`config.mk`:
```
export PLATFORM = sky130hd
export DESIGN_NAME = jpeg_marker_scanner_top_flat
export DESIGN_NICKNAME = d
export VERILOG_FILES = /design/src/hdl/jms_pkg.sv /design/src/hdl/jms_in_if.sv /design/src/hdl/jms_out_if.sv /design/src/hdl/jpeg_marker_scanner_top.sv /design/src/flat_wrapper.sv
export SDC_FILE = /design/constraint.sdc
export NUM_CORES = 1
export LEC_CHECK = 0
export BUFFER_PORTS_ARGS = -buffer_cell sky130_fd_sc_hd__buf_4
export CAP_MARGIN = 20
export CORE_MARGIN = 1
export CORE_UTILIZATION = 40
export CTS_BUF_LIST = sky130_fd_sc_hd__clkbuf_2
export DETAILED_ROUTE_END_ITERATION = 16
export GPL_TIMING_DRIVEN = 0
export MAX_ROUTING_LAYER = met4
export PLACE_DENSITY = 0.65
export SYNTH_ARGS = -nofsm -noshare
export SYNTH_HDL_FRONTEND = slang
export SYNTH_SLANG_ARGS = --single-unit
```
`constraint.sdc`:
```
create_clock -name clk_i -period 25.3 [get_ports clk_i]
set_input_delay 1.265 -clock clk_i [delete_from_list [all_inputs] [get_ports clk_i]]
set_output_delay 1.265 -clock clk_i [all_outputs]
set_load 0.02 [all_outputs]
```
`src/hdl/jms_pkg.sv`:
```
// Shared types and constants for the JPEG marker scanner.
`timescale 1ns / 1ps
`default_nettype none
package jms_pkg;

  localparam int unsigned MAX_TABLES_DEF = 4;
  localparam int unsigned POS_BITS_DEF   = 24;

  localparam int unsigned OFFSET_W = 24;
  localparam int unsigned COUNT_W  = 4;
  localparam logic [3:0]  COUNT_SAT = 4'd8;

  // Marker bytes and codes
  localparam logic [7:0] MK_PREFIX = 8'hFF;
  localparam logic [7:0] MK_STUFF  = 8'h00;
  localparam logic [7:0] MK_SOI    = 8'hD8;
  localparam logic [7:0] MK_EOI    = 8'hD9;
  localparam logic [7:0] MK_DQT    = 8'hDB;
  localparam logic [7:0] MK_DHT    = 8'hC4;
  localparam logic [7:0] MK_SOF0   = 8'hC0;
  localparam logic [7:0] MK_SOS    = 8'hDA;

  // Luma sampling factors found at frame header byte 9
  localparam logic [7:0] SAMP_H2V1 = 8'h21;
  localparam logic [7:0] SAMP_H2V2 = 8'h22;

  localparam logic [1:0] MODE_H2V1 = 2'd0;
  localparam logic [1:0] MODE_H2V2 = 2'd2;

  // Frame header byte that holds the luma sampling factors
  localparam int unsigned SOF_SAMP_OFS = 9;

  typedef enum logic [1:0] {
    EV_QUANT = 2'd0,
    EV_HUFF  = 2'd1,
    EV_IMAGE = 2'd2,
    EV_END   = 2'd3
  } event_kind_e;

  typedef enum logic [2:0] {
    PH_SEARCH = 3'd0,
    PH_CODE   = 3'd1,
    PH_LEN_HI = 3'd2,
    PH_LEN_LO = 3'd3,
    PH_SKIP   = 3'd4,
    PH_DONE   = 3'd5
  } scan_phase_e;

endpackage
`default_nettype wire

```
`src/hdl/jms_in_if.sv`:
```
// Byte input channel of the JPEG marker scanner.
`timescale 1ns / 1ps
`default_nettype none
interface jms_in_if;
  logic       valid;
  logic       ready;
  logic [7:0] data_byte;
  logic       file_start;

  modport source (output valid, output data_byte, output file_start, input ready);
  modport sink   (input valid, input data_byte, input file_start, output ready);
endinterface
`default_nettype wire

```
`src/hdl/jms_out_if.sv`:
```
// Event output channel of the JPEG marker scanner.
`timescale 1ns / 1ps
`default_nettype none
interface jms_out_if;
  logic        valid;
  logic        ready;
  logic [1:0]  event_kind;
  logic [2:0]  table_slot;
  logic [23:0] byte_offset;
  logic [1:0]  sampling_mode;
  logic [3:0]  quant_total;
  logic [3:0]  huff_total;
  logic        slot_overflow;

  modport source (output valid, output event_kind, output table_slot, output byte_offset,
                  output sampling_mode, output quant_total, output huff_total,
                  output slot_overflow, input ready);
  modport sink   (input valid, input event_kind, input table_slot, input byte_offset,
                  input sampling_mode, input quant_total, input huff_total,
                  input slot_overflow, output ready);
endinterface
`default_nettype wire

```
`src/hdl/jpeg_marker_scanner_top.sv`:
```
// JPEG marker scanner: walks a file byte by byte and reports table and image offsets.
// A byte beat is held in the input register; its result beat is held in the result register.
// Throughput: one byte per cycle while the output does not stall; the scan state (phase, position,
//   length) is updated by a loop between the input register and the result register.
// A byte that causes no event leaves no beat; stalls on the output back up the input.
// Reset (rst_ni low, asynchronous) empties both registers, sets the phase to searching
//   and clears position, counts and sampling mode.
`timescale 1ns / 1ps
`default_nettype none
module jpeg_marker_scanner_top #(
  parameter int unsigned MAX_TABLES = jms_pkg::MAX_TABLES_DEF,
  parameter int unsigned POS_BITS   = jms_pkg::POS_BITS_DEF
) (
  input  wire logic clk_i,
  input  wire logic rst_ni,
  jms_in_if.sink    in_i,
  jms_out_if.source out_o
);
  import jms_pkg::*;

  // Width for "offset + 1": one bit of headroom, but wraps like a 32-bit word at the top.
  localparam int unsigned OFF_W = (POS_BITS < 32) ? POS_BITS + 1 : 32;

  // ---------------------------------------------------------------------------
  // Input register
  // ---------------------------------------------------------------------------
  logic       in_valid_q;
  logic [7:0] in_byte_q;
  logic       in_start_q;
  logic       advance;   // result register can take a new value this cycle
  logic       fire;      // registered byte is processed this cycle

  assign advance    = !out_o.valid || out_o.ready;
  assign in_i.ready = !in_valid_q || advance;
  assign fire       = in_valid_q && advance;

  always_ff @(posedge clk_i or negedge rst_ni) begin
    if (!rst_ni) begin
      in_valid_q <= 1'b0;
    end else if (in_i.ready) begin
      in_valid_q <= in_i.valid;
    end
  end

  // Payload: hold while stalled
  always_ff @(posedge clk_i) begin
    if (in_i.ready && in_i.valid) begin
      in_byte_q  <= in_i.data_byte;
      in_start_q <= in_i.file_start;
    end
  end

  // ---------------------------------------------------------------------------
  // Scan state
  // ---------------------------------------------------------------------------
  scan_phase_e         phase_q, phase_d;
  logic [POS_BITS-1:0] pos_q, pos_d;
  logic [7:0]          marker_q, marker_d;
  logic [15:0]         len_q, len_d;
  logic [POS_BITS-1:0] sstart_q, sstart_d;
  logic [COUNT_W-1:0]  qcnt_q, qcnt_d;
  logic [COUNT_W-1:0]  hcnt_q, hcnt_d;
  logic [1:0]          mode_q, mode_d;

  // A file start clears everything but the sampling mode before the byte is taken.
  scan_phase_e         phase_e;
  logic [POS_BITS-1:0] pos_e;
  logic [7:0]          marker_e;
  logic [15:0]         len_e;
  logic [POS_BITS-1:0] sstart_e;
  logic [COUNT_W-1:0]  qcnt_e;
  logic [COUNT_W-1:0]  hcnt_e;

  always_comb begin
    if (in_start_q) begin
      phase_e  = PH_SEARCH;
      pos_e    = '0;
      marker_e = '0;
      len_e    = '0;
      sstart_e = '0;
      qcnt_e   = '0;
      hcnt_e   = '0;
    end else begin
      phase_e  = phase_q;
      pos_e    = pos_q;
      marker_e = marker_q;
      len_e    = len_q;
      sstart_e = sstart_q;
      qcnt_e   = qcnt_q;
      hcnt_e   = hcnt_q;
    end
  end

  // Shared decode of the current byte and segment
  logic [POS_BITS-1:0] pos_inc;
  logic [15:0]         len_raw;
  logic [15:0]         len_fix;
  logic [POS_BITS-1:0] skip_off;
  logic [OFF_W-1:0]    skip_off_inc;
  logic                skip_last;
  logic                is_dqt;
  logic                is_dht;
  logic                is_sos;

  assign pos_inc      = pos_e + POS_BITS'(1);
  assign len_raw      = {len_e[15:8], in_byte_q};
  assign len_fix      = (len_raw < 16'd2) ? 16'd2 : len_raw;
  assign skip_off     = pos_e - sstart_e;
  assign skip_off_inc = OFF_W'(skip_off) + OFF_W'(1);
  assign skip_last    = skip_off_inc >= OFF_W'(len_e);
  assign is_dqt       = marker_e == MK_DQT;
  assign is_dht       = marker_e == MK_DHT;
  assign is_sos       = marker_e == MK_SOS;

  // Next phase
  always_comb begin
    phase_d = phase_e;
    case (phase_e)
      PH_SEARCH: begin
        if (in_byte_q == MK_PREFIX) phase_d = PH_CODE;
      end
      PH_CODE: begin
        if (in_byte_q == MK_STUFF || in_byte_q == MK_SOI) phase_d = PH_SEARCH;
        else if (in_byte_q == MK_EOI)                      phase_d = PH_DONE;
        else                                                phase_d = PH_LEN_HI;
      end
      PH_LEN_HI: phase_d = PH_LEN_LO;
      PH_LEN_LO: phase_d = (len_fix == 16'd2) ? PH_SEARCH : PH_SKIP;
      PH_SKIP: begin
        if (skip_last) phase_d = PH_SEARCH;
      end
      PH_DONE: phase_d = PH_DONE;
      default: phase_d = PH_SEARCH;
    endcase
  end

  // Datapath and result
  logic                res_valid;
  event_kind_e         res_kind;
  logic [2:0]          res_slot;
  logic [POS_BITS-1:0] res_pos;
  logic                res_ovf;
  logic [COUNT_W-1:0]  tbl_before;
  logic                tbl_over;

  always_comb begin
    pos_d      = (phase_e == PH_DONE) ? pos_e : pos_inc;
    marker_d   = marker_e;
    len_d      = len_e;
    sstart_d   = sstart_e;
    qcnt_d     = qcnt_e;
    hcnt_d     = hcnt_e;
    mode_d     = mode_q;
    res_valid  = 1'b0;
    res_kind   = EV_QUANT;
    res_slot   = '0;
    res_pos    = sstart_e + POS_BITS'(2);
    res_ovf    = 1'b0;
    tbl_before = is_dqt ? qcnt_e : hcnt_e;
    tbl_over   = tbl_before >= COUNT_W'(MAX_TABLES);
    case (phase_e)
      PH_CODE: begin
        if (in_byte_q == MK_EOI) begin
          res_valid = 1'b1;
          res_kind  = EV_END;
          res_pos   = pos_inc;
          res_ovf   = (qcnt_e > COUNT_W'(MAX_TABLES)) || (hcnt_e > COUNT_W'(MAX_TABLES));
        end else if (in_byte_q != MK_STUFF && in_byte_q != MK_SOI) begin
          marker_d = in_byte_q;
          sstart_d = pos_inc;
        end
      end
      PH_LEN_HI: len_d = {in_byte_q, 8'h00};
      PH_LEN_LO: begin
        len_d = len_fix;
        if (is_dqt || is_dht) begin
          // Table data follows the length field; record slot and bump the count until it saturates.
          res_valid = 1'b1;
          res_kind  = is_dqt ? EV_QUANT : EV_HUFF;
          res_slot  = tbl_over ? 3'd0 : tbl_before[2:0];
          res_ovf   = tbl_over;
          if (is_dqt && qcnt_e < COUNT_SAT) qcnt_d = qcnt_e + COUNT_W'(1);
          if (is_dht && hcnt_e < COUNT_SAT) hcnt_d = hcnt_e + COUNT_W'(1);
        end else if (is_sos && len_fix == 16'd2) begin
          res_valid = 1'b1;
          res_kind  = EV_IMAGE;
        end
      end
      PH_SKIP: begin
        if (marker_e == MK_SOF0 && skip_off == POS_BITS'(SOF_SAMP_OFS)) begin
          if (in_byte_q == SAMP_H2V1)      mode_d = MODE_H2V1;
          else if (in_byte_q == SAMP_H2V2) mode_d = MODE_H2V2;
        end
        if (skip_last && is_sos) begin
          res_valid = 1'b1;
          res_kind  = EV_IMAGE;
          res_pos   = sstart_e + POS_BITS'(len_e);
        end
      end
      default: ;
    endcase
  end

  always_ff @(posedge clk_i or negedge rst_ni) begin
    if (!rst_ni) begin
      phase_q  <= PH_SEARCH;
      pos_q    <= '0;
      marker_q <= '0;
      len_q    <= '0;
      sstart_q <= '0;
      qcnt_q   <= '0;
      hcnt_q   <= '0;
      mode_q   <= '0;
    end else if (fire) begin
      phase_q  <= phase_d;
      pos_q    <= pos_d;
      marker_q <= marker_d;
      len_q    <= len_d;
      sstart_q <= sstart_d;
      qcnt_q   <= qcnt_d;
      hcnt_q   <= hcnt_d;
      mode_q   <= mode_d;
    end
  end

  // ---------------------------------------------------------------------------
  // Result register
  // ---------------------------------------------------------------------------
  // Cut the position to the 24-bit offset field, zero-filling narrow positions.
  logic [POS_BITS+OFFSET_W-1:0] res_pos_ext;
  assign res_pos_ext = {{OFFSET_W{1'b0}}, res_pos};

  logic        out_valid_q;
  event_kind_e out_kind_q;
  logic [2:0]  out_slot_q;
  logic [23:0] out_off_q;
  logic [1:0]  out_mode_q;
  logic [3:0]  out_qtot_q;
  logic [3:0]  out_htot_q;
  logic        out_ovf_q;

  always_ff @(posedge clk_i or negedge rst_ni) begin
    if (!rst_ni) begin
      out_valid_q <= 1'b0;
    end else if (advance) begin
      out_valid_q <= fire && res_valid;
    end
  end

  // Payload: load a new beat, hold while the sink stalls
  always_ff @(posedge clk_i) begin
    if (fire && res_valid) begin
      out_kind_q <= res_kind;
      out_slot_q <= res_slot;
      out_off_q  <= res_pos_ext[OFFSET_W-1:0];
      out_mode_q <= mode_q;
      out_qtot_q <= qcnt_d;
      out_htot_q <= hcnt_d;
      out_ovf_q  <= res_ovf;
    end
  end

  assign out_o.valid         = out_valid_q;
  assign out_o.event_kind    = out_kind_q;
  assign out_o.table_slot    = out_slot_q;
  assign out_o.byte_offset   = out_off_q;
  assign out_o.sampling_mode = out_mode_q;
  assign out_o.quant_total   = out_qtot_q;
  assign out_o.huff_total    = out_htot_q;
  assign out_o.slot_overflow = out_ovf_q;

endmodule
`default_nettype wire

```
`src/flat_wrapper.sv`:
```
// flat-port wrapper written by rule: the top's interface ports become plain ports
module jpeg_marker_scanner_top_flat import jms_pkg::*;
#(
  parameter int unsigned MAX_TABLES = jms_pkg::MAX_TABLES_DEF,
  parameter int unsigned POS_BITS   = jms_pkg::POS_BITS_DEF
)
  (clk_i, rst_ni, in_i_valid, in_i_data_byte, in_i_file_start, in_i_ready, out_o_valid, out_o_event_kind, out_o_table_slot, out_o_byte_offset, out_o_sampling_mode, out_o_quant_total, out_o_huff_total, out_o_slot_overflow, out_o_ready);
  jms_in_if in_i_i ();
  jms_out_if out_o_i ();
  input  wire logic clk_i;
  input  wire logic rst_ni;
  input wire logic [$bits(in_i_i.valid)-1:0] in_i_valid;
  input wire logic [$bits(in_i_i.data_byte)-1:0] in_i_data_byte;
  input wire logic [$bits(in_i_i.file_start)-1:0] in_i_file_start;
  output wire logic [$bits(in_i_i.ready)-1:0] in_i_ready;
  output wire logic [$bits(out_o_i.valid)-1:0] out_o_valid;
  output wire logic [$bits(out_o_i.event_kind)-1:0] out_o_event_kind;
  output wire logic [$bits(out_o_i.table_slot)-1:0] out_o_table_slot;
  output wire logic [$bits(out_o_i.byte_offset)-1:0] out_o_byte_offset;
  output wire logic [$bits(out_o_i.sampling_mode)-1:0] out_o_sampling_mode;
  output wire logic [$bits(out_o_i.quant_total)-1:0] out_o_quant_total;
  output wire logic [$bits(out_o_i.huff_total)-1:0] out_o_huff_total;
  output wire logic [$bits(out_o_i.slot_overflow)-1:0] out_o_slot_overflow;
  input wire logic [$bits(out_o_i.ready)-1:0] out_o_ready;
  assign in_i_i.valid = in_i_valid;
  assign in_i_i.data_byte = in_i_data_byte;
  assign in_i_i.file_start = in_i_file_start;
  assign in_i_ready = in_i_i.ready;
  assign out_o_valid = out_o_i.valid;
  assign out_o_event_kind = out_o_i.event_kind;
  assign out_o_table_slot = out_o_i.table_slot;
  assign out_o_byte_offset = out_o_i.byte_offset;
  assign out_o_sampling_mode = out_o_i.sampling_mode;
  assign out_o_quant_total = out_o_i.quant_total;
  assign out_o_huff_total = out_o_i.huff_total;
  assign out_o_slot_overflow = out_o_i.slot_overflow;
  assign out_o_i.ready = out_o_ready;
  jpeg_marker_scanner_top #(.MAX_TABLES(MAX_TABLES), .POS_BITS(POS_BITS)) u_core (.clk_i(clk_i), .rst_ni(rst_ni), .in_i(in_i_i), .out_o(out_o_i));
endmodule
```
==> results.sh <==
export IMPL_status="completed"
export IMPL_clk_latency_ns=0.74
export IMPL_share_seq_of_total_power_pct=43.9
export IMPL_critPathArrivalTime_ns=11.72
export IMPL_crit_fanout=24
export IMPL_swShare_pct=36.04
export IMPL_cts_hold_buf=0
export IMPL_fin_skew_ns=0.03737
export IMPL_final_core_util_pct=45.10
export IMPL_port_buffers=53
export IMPL_cts_buffer_depth=2
export IMPL_netlist_area_um2=11040
export IMPL_cts_buffers=17
export IMPL_synthCells=1307
export IMPL_cpPeakStageDelay_ns=0.78
export IMPL_nFillCells=2666
export IMPL_clock_power_share_pct=25.6
export IMPL_fmax_ghz=0.09029
export IMPL_track_usage_pct=26.17
export IMPL_die_area_um2=28270
export IMPL_p_comb_share_pct=30.5
export IMPL_yosysUniqueCellTypes=99
export IMPL_worstHoldPathType="in -> async"
export IMPL_yosysTopAreaCell="dfrtp_1"
export IMPL_synth_warnings=0
export IMPL_cap_violations=0
export IMPL_hold_viol=0
export IMPL_cp_required_ns=25.94
export IMPL_dp_cells=1704
export IMPL_dp_final_hpwl_um=27410
export IMPL_grt_start_max_net_pins=57
export IMPL_path_clk_slew_ns=0.22
export IMPL_drtIter0Drc=1153
export IMPL_start_util_pct=40.86
export IMPL_worst_path_buf_inv=10
export IMPL_drc_errors=0
export IMPL_rows=60
export IMPL_async_flop_share_pct=64.18
export IMPL_synth_enable_flop_cells=48
export IMPL_tightestPinTransition_ns=1.004
export IMPL_fin_crit_ns=11.08
export IMPL_drive_gt1_share_pct=12.41
export IMPL_num_io_pins=55
export IMPL_core_um2=27030
export IMPL_crit_path_top_delay_cell="clkbuf_1"
export IMPL_power_total_w=0.0005498
export IMPL_die_w_um=168.1
export IMPL_synth_yosys_seq_area_share_pct=32.54
export IMPL_p_int_w=0.0003516
export IMPL_yosysTopAreaCellShare_pct=19.49
export IMPL_fin_crit_sh_pct=43.78
export IMPL_cts_root_buffer="clkbuf_2"
export IMPL_synth_top_flop_cell="dfrtp_1"
export IMPL_cp_top_family="buffers and inverters"
export IMPL_leakage_nw=5.134
export IMPL_diodes=0
export IMPL_p_switching_w=0.0001981
export IMPL_critPathKind="reg -> reg"
export IMPL_cts_htree_levels=4
export IMPL_grt_overflow=0
export IMPL_avgSynthCellArea_um2=8.448
export IMPL_critPathCaptureType="flop"
export IMPL_post_cts_buffers=0
export IMPL_antenna_found_initial=0
export IMPL_firstDrtPassIters=5
export IMPL_area_delta_synth_final_pct=10.38
export IMPL_fin_nets=1447
export IMPL_grt_pass1_wl_um=55090
export IMPL_slew_viol_final=0
export IMPL_gp_congestion=0.9900
export IMPL_finalSetupTns_ns=0
export IMPL_die_h_um=168.1
export IMPL_cts_sinks=134
export IMPL_ctsResizeCount=0
export IMPL_power_density_nw_per_um2=45.11
export IMPL_vias_per_cell=6.009
export IMPL_synth_seq_cells=134
export IMPL_max_vdd_ir_drop_mv=0.02498
export IMPL_wire_per_inst_um=20.39
export IMPL_cts_tree="built"
export IMPL_relSlewSlack_pct=32.57
export IMPL_synth_area_leaders="dfrtp_1, edfxtp_1, ha_1"
export IMPL_drtAntennaViolNets=0
export IMPL_setup_viol_count_final=0
export IMPL_grt_pass1_vias=9884
export IMPL_rsz0062_at_grt="false"
export IMPL_drt_wl_total_um=35380
export IMPL_critPathLaunchType="flop"
export IMPL_vias=10430
export IMPL_fin_cells=1735
==> power by group through the flow <==
stage / registers (W) / clock network [W] / logic, W
final: 0.000241 / 0.000141 / 0.000168
after global routing: 0.000242 / 0.000152 / 0.000183
after CTS: 0.000241 / 0.000141 / 0.000165
after detailed placement: 0.000245 / 0 / 0.000164
after global placement: 0.000245 / 0 / 0.000160
after floorplan: 0.000242 / 0 / 0.000120
==> Yosys cell counts, types with 6 or more instances <==
| master | n |
|---|---|
| a31oi_1 | 6 |
| o211ai_1 | 9 |
| and4_1 | 8 |
| a211oi_1 | 8 |
| xnor2_1 | 62 |
| buf_4 | 9 |
| buf_1 | 9 |
| o221ai_2 | 7 |
| dfrtp_1 | 86 |
| nor2_1 | 110 |
| a21oi_1 | 51 |
| xor2_1 | 25 |
| nand2_1 | 166 |
| clkbuf_1 | 39 |
| a311o_1 | 6 |
| a311oi_1 | 7 |
| edfxtp_1 | 48 |
| a21o_1 | 15 |
| and3_1 | 19 |
| ha_1 | 52 |
| inv_1 | 67 |
| or2_2 | 8 |
| o21a_1 | 13 |
| buf_2 | 9 |
| a22o_1 | 19 |
| a21oi_2 | 9 |
| or3_1 | 7 |
| o21ai_0 | 88 |
| and2_1 | 18 |
| nor3_1 | 23 |
| mux2_2 | 10 |
| nand2b_1 | 22 |
| nand4_1 | 13 |
| o221ai_1 | 6 |
| nand3_1 | 43 |
| a22oi_1 | 14 |
| nor2b_1 | 50 |
| mux2i_1 | 14 |
| o21ai_1 | 14 |
| nor4_1 | 10 |
==> per-stage QoR <==
stage	hold slack (ns)	setup WS, ns	instance area [µm²]
2_1_floorplan	0.4211	16.94	11050
3_3_place_gp	0.4555	12.88	11870
3_5_place_dp	0.4628	14.57	11940
4_1_cts	0.4266	14.49	12190
5_1_grt	0.3991	13.80	12190
6_report	0.4487	14.22	12190
==> placed cells by master (no fill, tap or decap), drive strengths merged, types with 18 or more instances in the layout <==
cell,netlist,layout
and3,19,19
nor2b,50,50
buf,29,84
nand2,166,166
a21oi,60,60
inv,67,70
clkbuf,39,58
nor3,24,24
ha,52,52
xnor2,62,62
dfrtp,86,86
nand2b,24,24
a22o,19,19
and2,18,18
nor2,111,111
edfxtp,48,48
nand3,43,43
xor2,25,25
o21ai,104,104
==> layer usage <==
layer	vias up	part of all wire, %	GRT usage, %
met2	464	44	39.46
met5	-	0	-
li1	4860	-	-
met4	0	2.8	8.735
met3	64	7.7	3.996
met1	5038	45	35.82
==> path summary, 6_finish.rpt <==
check                                         start                  end  slack, ns  cells past startpoint
worst max-delay path              u_core.in_start_q   u_core.out_o.valid      14.22                     30
worst min-delay path                         rst_ni     u_core.pos_q[20]       0.45                      1
worst max register to register    u_core.in_start_q   u_core.out_o.valid      14.22                     30
worst min register to register  u_core.sstart_q[15]  u_core.sstart_q[15]       0.50                      2
max in group asynchronous                    rst_ni   u_core.sstart_q[4]      24.19                      2
min in group clk_i              u_core.sstart_q[15]  u_core.sstart_q[15]       0.50                      2
==> logic make-up after synthesis <==
family	Yosys count	share of synthesized area, %
AND/OR/NAND/NOR	528	24.32
AO/OA/AOI/OAI	344	22.71
buffers and inverters	135	5.133
flip-flops	134	32.54
XOR/XNOR	87	6.901
adder cells (fa/ha/maj)	54	6.074
multiplexers	24	2.289
other	1	0.03396
==> state kept, by name (all words and copies together) (netlist names), 8 cells and up <==
register,cells
u_core.marker_q,8
u_core.pos_q,24
u_core.out_o.byte_offset,24
u_core.len_q,16
u_core.sstart_q,24
u_core.in_byte_q,8
==> layout make-up <==
| cell class | count | area [µm²] | share of cell area (%) |
|---|---|---|---|
| Multi-Input combinational cell | 1039 | 6900 | 56.62 |
| Sequential cell | 134 | 3593 | 29.48 |
| Timing Repair Buffer | 55 | 452.9 | 3.716 |
| Tap cell | 341 | 426.7 | 3.501 |
| Buffer | 68 | 315.3 | 2.587 |
| Inverter | 67 | 251.5 | 2.063 |
| Clock inverter | 12 | 152.6 | 1.252 |
| Clock buffer | 19 | 95.09 | 0.7802 |
Power figures use the tool's default switching activity.
